**src/rtl/rbst_pkg.sv**
```systemverilog
`timescale 1ns / 1ps
// rbst_pkg: shared types, constants and single-precision helpers for the slab test
package rbst_pkg;

    // pipeline shape
    localparam int SIG_W         = 27;
    localparam int DIV_STEPS     = 28;
    localparam int DIV_PER_STAGE = 4;
    localparam int DIV_STAGES    = DIV_STEPS / DIV_PER_STAGE;
    localparam int RECIP_LAT     = DIV_STAGES + 2;
    localparam int SUB_LAT       = 4;
    localparam int MUL_LAT       = 3;
    localparam int NARROW_LAT    = 4;
    localparam int NSTAGE        = RECIP_LAT + MUL_LAT + NARROW_LAT;
    localparam int NAX           = 3;

    // configuration register indexes
    localparam int CFG_IDX_W = 3;
    localparam logic [CFG_IDX_W-1:0] REG_BOX_MIN_X = 3'd0;
    localparam logic [CFG_IDX_W-1:0] REG_BOX_MIN_Y = 3'd1;
    localparam logic [CFG_IDX_W-1:0] REG_BOX_MIN_Z = 3'd2;
    localparam logic [CFG_IDX_W-1:0] REG_BOX_MAX_X = 3'd3;
    localparam logic [CFG_IDX_W-1:0] REG_BOX_MAX_Y = 3'd4;
    localparam logic [CFG_IDX_W-1:0] REG_BOX_MAX_Z = 3'd5;

    typedef logic [31:0]        fp_t;
    typedef logic [SIG_W-1:0]   sig_t;
    typedef logic signed [11:0] exp_t;

    typedef struct packed {
        logic nan;
        logic inf;
        logic zero;
        logic sign;
    } spec_t;

    typedef struct packed {
        logic [24:0] rem;
        logic [27:0] quo;
    } div_t;

    localparam fp_t FP_QNAN = 32'h7fc0_0000;

    function automatic logic f_is_nan(fp_t a);
        return (&a[30:23]) & (|a[22:0]);
    endfunction

    function automatic logic f_is_inf(fp_t a);
        return (&a[30:23]) & ~(|a[22:0]);
    endfunction

    function automatic logic f_is_zero(fp_t a);
        return ~(|a[30:0]);
    endfunction

    // IEEE a < b: false on NaN, signed zeros equal
    function automatic logic f_lt(fp_t a, fp_t b);
        logic r;
        if (f_is_nan(a) || f_is_nan(b))
            r = 1'b0;
        else if (f_is_zero(a) && f_is_zero(b))
            r = 1'b0;
        else if (a[31] != b[31])
            r = a[31];
        else if (!a[31])
            r = (a[30:0] < b[30:0]);
        else
            r = (a[30:0] > b[30:0]);
        return r;
    endfunction

    function automatic logic [5:0] lzc48(logic [47:0] v);
        logic [5:0] n;
        logic       found;
        n     = 6'd48;
        found = 1'b0;
        for (int i = 47; i >= 0; i--) begin
            if (!found && v[i])
            begin
                n     = 6'(47 - i);
                found = 1'b1;
            end
        end
        return n;
    endfunction

    // sig has its leading one at bit 26 (normal), bits 1:0 act as sticky.
    // e is the biased exponent; results below 1 are denormalised here.
    function automatic fp_t round_pack(logic sign, exp_t e, sig_t sig);
        sig_t        s;
        sig_t        mask;
        exp_t        amt;
        logic [7:0]  ef;
        logic        inc;
        logic [30:0] mag;
        fp_t         res;
        s    = sig;
        mask = '0;
        amt  = '0;
        ef   = '0;
        if (e >= exp_t'(255))
            res = {sign, 8'hff, 23'd0};
        else
        begin
            if (e >= exp_t'(1))
                ef = e[7:0];
            else
            begin
                amt = exp_t'(1) - e;
                if (amt >= exp_t'(SIG_W))
                    s = {{(SIG_W-1){1'b0}}, |sig};
                else
                begin
                    mask = ~({SIG_W{1'b1}} << amt[4:0]);
                    s    = sig >> amt[4:0];
                    s[0] = s[0] | (|(sig & mask));
                end
            end
            inc = s[2] & ((|s[1:0]) | s[3]);
            mag = {ef, s[25:3]} + 31'(inc);
            res = {sign, mag};
        end
        return res;
    endfunction

    function automatic fp_t apply_spec(spec_t sp, fp_t v);
        fp_t r;
        if (sp.nan)
            r = FP_QNAN;
        else if (sp.inf)
            r = {sp.sign, 8'hff, 23'd0};
        else if (sp.zero)
            r = {sp.sign, 31'd0};
        else
            r = v;
        return r;
    endfunction

    // a few restoring steps of 2^50 / m
    function automatic div_t div_chunk(div_t d, logic [23:0] m);
        div_t x;
        logic qb;
        x = d;
        for (int i = 0; i < DIV_PER_STAGE; i++) begin
            qb = (x.rem >= {1'b0, m});
            if (qb)
                x.rem = x.rem - {1'b0, m};
            x.quo = {x.quo[26:0], qb};
            x.rem = {x.rem[23:0], 1'b0};
        end
        return x;
    endfunction

endpackage

```
**src/rtl/rbst_fsub.sv**
```systemverilog
`timescale 1ns / 1ps
// rbst_fsub: four-stage single-precision subtractor y = a - b
module rbst_fsub (
    input  logic                         clk,
    input  logic [rbst_pkg::SUB_LAT-1:0] en,
    input  rbst_pkg::fp_t                a,
    input  rbst_pkg::fp_t                b,
    output rbst_pkg::fp_t                y
);
    import rbst_pkg::*;

    // stage 1: swap and align
    fp_t         bn, big, sml;
    logic        swap;
    logic [7:0]  eb, es, d;
    logic [23:0] mb, ms;
    sig_t        ms_ext, al;
    spec_t       sp1;

    logic        s1_sb_reg, s1_ss_reg;
    logic [7:0]  s1_e_reg;
    sig_t        s1_mb_reg, s1_ms_reg;
    spec_t       s1_spec_reg;

    always_comb
    begin
        bn     = {~b[31], b[30:0]};
        swap   = (a[30:0] < bn[30:0]);
        big    = swap ? bn : a;
        sml    = swap ? a : bn;
        eb     = (big[30:23] == 8'd0) ? 8'd1 : big[30:23];
        es     = (sml[30:23] == 8'd0) ? 8'd1 : sml[30:23];
        mb     = {|big[30:23], big[22:0]};
        ms     = {|sml[30:23], sml[22:0]};
        d      = eb - es;
        ms_ext = {ms, 3'b000};
        if (d >= 8'(SIG_W))
            al = {{(SIG_W-1){1'b0}}, |ms};
        else
        begin
            al    = ms_ext >> d[4:0];
            al[0] = al[0] | (|(ms_ext & ~({SIG_W{1'b1}} << d[4:0])));
        end
        sp1.nan  = f_is_nan(a) | f_is_nan(b) |
                   (f_is_inf(a) & f_is_inf(b) & (a[31] != bn[31]));
        sp1.inf  = f_is_inf(a) | f_is_inf(b);
        sp1.zero = 1'b0;
        sp1.sign = f_is_inf(a) ? a[31] : bn[31];
    end

    always_ff @(posedge clk)
    begin
        if (en[0])
        begin
            s1_sb_reg   <= big[31];
            s1_ss_reg   <= sml[31];
            s1_e_reg    <= eb;
            s1_mb_reg   <= {mb, 3'b000};
            s1_ms_reg   <= al;
            s1_spec_reg <= sp1;
        end
    end

    // stage 2: add or subtract magnitudes
    logic [27:0] sum;
    logic [27:0] s2_sum_reg;
    logic [7:0]  s2_e_reg;
    logic        s2_sign_reg, s2_zsign_reg;
    spec_t       s2_spec_reg;

    always_comb
    begin
        if (s1_sb_reg == s1_ss_reg)
            sum = {1'b0, s1_mb_reg} + {1'b0, s1_ms_reg};
        else
            sum = {1'b0, s1_mb_reg} - {1'b0, s1_ms_reg};
    end

    always_ff @(posedge clk)
    begin
        if (en[1])
        begin
            s2_sum_reg   <= sum;
            s2_e_reg     <= s1_e_reg;
            s2_sign_reg  <= s1_sb_reg;
            s2_zsign_reg <= s1_sb_reg & s1_ss_reg;
            s2_spec_reg  <= s1_spec_reg;
        end
    end

    // stage 3: normalise
    logic [5:0]  lz;
    logic [27:0] shv;
    spec_t       sp3;
    logic        s3_sign_reg;
    exp_t        s3_e_reg;
    sig_t        s3_sig_reg;
    spec_t       s3_spec_reg;

    always_comb
    begin
        lz  = lzc48({s2_sum_reg, 20'd0});
        shv = s2_sum_reg << lz;
        sp3 = s2_spec_reg;
        if (!sp3.nan && !sp3.inf && (s2_sum_reg == 28'd0))
        begin
            sp3.zero = 1'b1;
            sp3.sign = s2_zsign_reg;
        end
    end

    always_ff @(posedge clk)
    begin
        if (en[2])
        begin
            s3_sign_reg <= s2_sign_reg;
            s3_e_reg    <= exp_t'(s2_e_reg) + exp_t'(1) - exp_t'(lz);
            s3_sig_reg  <= {shv[27:2], shv[1] | shv[0]};
            s3_spec_reg <= sp3;
        end
    end

    // stage 4: round
    fp_t y_reg;

    always_ff @(posedge clk)
    begin
        if (en[3])
            y_reg <= apply_spec(s3_spec_reg, round_pack(s3_sign_reg, s3_e_reg, s3_sig_reg));
    end

    assign y = y_reg;

endmodule

```
**config.mk**
```make
export PLATFORM = sky130hd
export DESIGN_NAME = rbst_fsub
export DESIGN_NICKNAME = d
export VERILOG_FILES = /design/src/rtl/rbst_pkg.sv /design/src/rtl/rbst_fsub.sv
export SDC_FILE = /design/constraint.sdc
export NUM_CORES = 1
export LEC_CHECK = 0
export BUFFER_PORTS_ARGS = -buffer_cell sky130_fd_sc_hd__buf_2
export CAP_MARGIN = 40
export CORE_UTILIZATION = 55
export CTS_CLUSTER_SIZE = 16
export DETAILED_ROUTE_END_ITERATION = 12
export PLACE_DENSITY_LB_ADDON = 0.25
export SYNTH_ARGS = -nofsm -noshare
export SYNTH_HDL_FRONTEND = slang
export SYNTH_SLANG_ARGS = --single-unit
```
**constraint.sdc**
```tcl
create_clock -name clk -period 9.8 [get_ports clk]
set_clock_uncertainty 0.2 [all_clocks]
set_input_delay 1.96 -clock clk [delete_from_list [all_inputs] [get_ports clk]]
set_output_delay 1.96 -clock clk [all_outputs]
set_load 0.005 [all_outputs]
```
==> impl_metrics.tcl <==
set metrics [dict create \
    fillCellCount 2607 \
    fin_crit_ns 7.94 \
    seq_area_sq_um 5380 \
    root_buffer "clkbuf_16" \
    via_count 14656 \
    p_total_mw 4.37 \
    synth_ff_type "edfxtp_1" \
    num_io_pins 101 \
    outcome "finished with violations" \
    clockBufferDepth 2 \
    numPortBuffers 100 \
    via_per_inst 6.54 \
    final_nets 2015 \
    globalplace.congestion 0.975 \
    hold_class "flip-flop to flip-flop" \
    fmax_ghz 0.126 \
    grt_usage_pct 30.0 \
    ys_async_sr_fraction_pct 0 \
    final_area_sq_um 18100 \
    synth.ff_latch_count 179 \
    grt_pass1_vias 13577 \
    cts.sinks 179 \
    grt_pass1_wl_microns 72400 \
    core-area_sq_um 29600 \
    grt_max_degree 65 \
    rsz0062_at_grt "false" \
    clk_pin_slew_ns 0.08 \
    multi_input_area_sq_um 10400 \
    worst_slew_pin_slew_ns 0.842 \
    antenna_found_initial 0 \
    violations "DRC" \
    place_inst 2207 \
    cts_tree "yes" \
    tns_ns 0 \
    diodes 0 \
    synth_fp_nets 1945 \
    startpoint_type "input pin" \
    maxSlewHeadroom_pct 42.4 \
    cts_setup_buffers 0 \
    peakVddDrop_mv 0.134 \
    max_cap_violations 0 \
    setup_viol 0 \
    holdWs_ns 0.225 \
    drt_pass1_iterations 10 \
    h-tree-depth 4 \
    final_critical_path_setup_slack_ns 1.86 \
    reg2reg_depth 19 \
    drtAntennaViolNets 0 \
    wl_per_cell_microns 20.6 \
    worst-path-max-fanout 19 \
    yosysSeqAreaShare_pct 32.5 \
    dpl_cell_area_sq_um 17500 \
    cts-buffers-inserted 17 \
    whs_path_depth 0 \
    start_util_pct 55.8 \
    grt_overflow 0 \
    syn_area_sq_um 16500 \
    drc 2 \
    synth.area.top_cells "edfxtp_1 32%, ha_1 8.0%, mux2i_1 7.6%" \
    largest_register_ffs 32 \
    pre_cts_ws_ns 1.49 \
    wirelength_microns 46200 \
    p_leak_nw 7.26 \
    dp_hpwl_microns 35800 \
    synth_edf_count 179 \
    postCtsHoldBufs 0 \
    fin_util_pct 61.1 \
    power_density_nw_per_um2 241 \
    worstPathRequired_ns 9.79 \
    worstPathArrival_ns 7.93 \
    area_growth_pct 9.45 \
    synth.distinct_cells 88 \
    finalCritPeriodShare_pct 81.0 \
    slew_viol_final 0 \
    cts_resized 0 \
    synth_warnings 0 \
    cp-end-kind "flip-flop" \
    synth_top_area_share_pct 32.5 \
    hold_viol_final 0 \
    layout_common_cells "179 x edfxtp_1, 173 x nor2_1, 130 x nand2_1" \
    syn_avg_cell_area_sq_um 9.36 \
    dieArea_sq_um 30800 \
    first_iter_violations 1608 \
    synthCells 1767 \
    synth_top_area_cell "edfxtp_1" \
    final_common_cell "edfxtp_1" \
    die_x_microns 175 \
    critPathKind "input pin to flip-flop" \
    die_h_microns 175 \
    rows 63 \
    final_cells 2240 \
    insertion_delay_ns 0.45 \
    drive_gt1_share_pct 16.1 \
]
==> worst max-delay path, stage by stage <==
cell,delay [ns]
buf_2,0.13
inv_1,0.06
ha_1,0.27
a2111oi_0,0.46
o211ai_1,0.19
a41o_1,0.31
nor2_4,0.43
mux2i_1,0.65
a211o_1,0.19
ha_1,0.15
inv_1,0.05
fa_1,0.48
a21o_1,0.20
a21oi_1,0.28
xor2_1,0.17
buf_4,0.25
a211oi_1,0.09
a211oi_1,0.40
nand3_1,0.39
a221oi_1,0.33
nand4_1,0.12
a311oi_1,0.27
a21oi_1,0.10
==> cell usage after synthesis, types with 13 or more instances <==
master,number
a31oi_1,21
nand2b_1,16
nand3_1,28
nor3_1,57
o211ai_1,15
or2_2,19
ha_1,106
a22oi_1,13
a211oi_1,21
nand4_1,18
o21ai_0,104
nor4_1,27
nor2b_1,14
mux2_2,42
edfxtp_1,179
nor2_1,174
o21bai_1,15
xnor2_1,50
clkbuf_1,50
a21o_1,17
o31ai_1,16
xor2_1,13
nand2_1,130
mux4_2,47
buf_1,13
mux2i_1,125
inv_1,112
a21oi_1,129
==> cells by family after synthesis <==
logic type	after synthesis	synth area share [%]
AOI/OAI and AO/OA	454	17.7
xor gates and xnor gates	63	3.34
adders and majority gates	109	8.38
buffers and inverters	197	5.08
DFF	179	32.5
muxes	214	16.8
and+or+nand+nor	551	16.2
==> path summary, 6_finish.rpt <==
| check | slack, ns | from | to |
|---|---|---|---|
| worst max-delay path | 1.86 | b[1] | s1_ms_reg[0] |
| worst min-delay path | 0.22 | s1_e_reg[0] | s2_e_reg[0] |
| worst max register to register | 3.98 | s3_e_reg[1] | y[22] |
| worst min register to register | 0.22 | s1_e_reg[0] | s2_e_reg[0] |
==> layer usage <==
layer	share of wire, %	vias to the layer above	routed length (microns)	GRT usage [%]
met5	0	-	0	0
met4	3.5	0	1630	12.6
met3	8.1	113	3760	5.02
met2	45	776	20900	46.4
met1	43	6944	19900	41.5
li1	-	6823	-	-
==> area by class of cell <==
class	instances	share of cell area, %
timing repair buffer	132	4.34
tap	390	2.69
clock inverter	15	1.18
clock buffer	17	2.35
multi-input combinational	1391	57.3
sequential	179	29.7
inverter	116	2.40
==> power breakdown <==
part / switching, mW / internal, mW
Clock: 0.357 / 0.357
Sequential: 0.176 / 1.05
Combinational: 1.46 / 0.972
(Power assumes the default switching activity.)
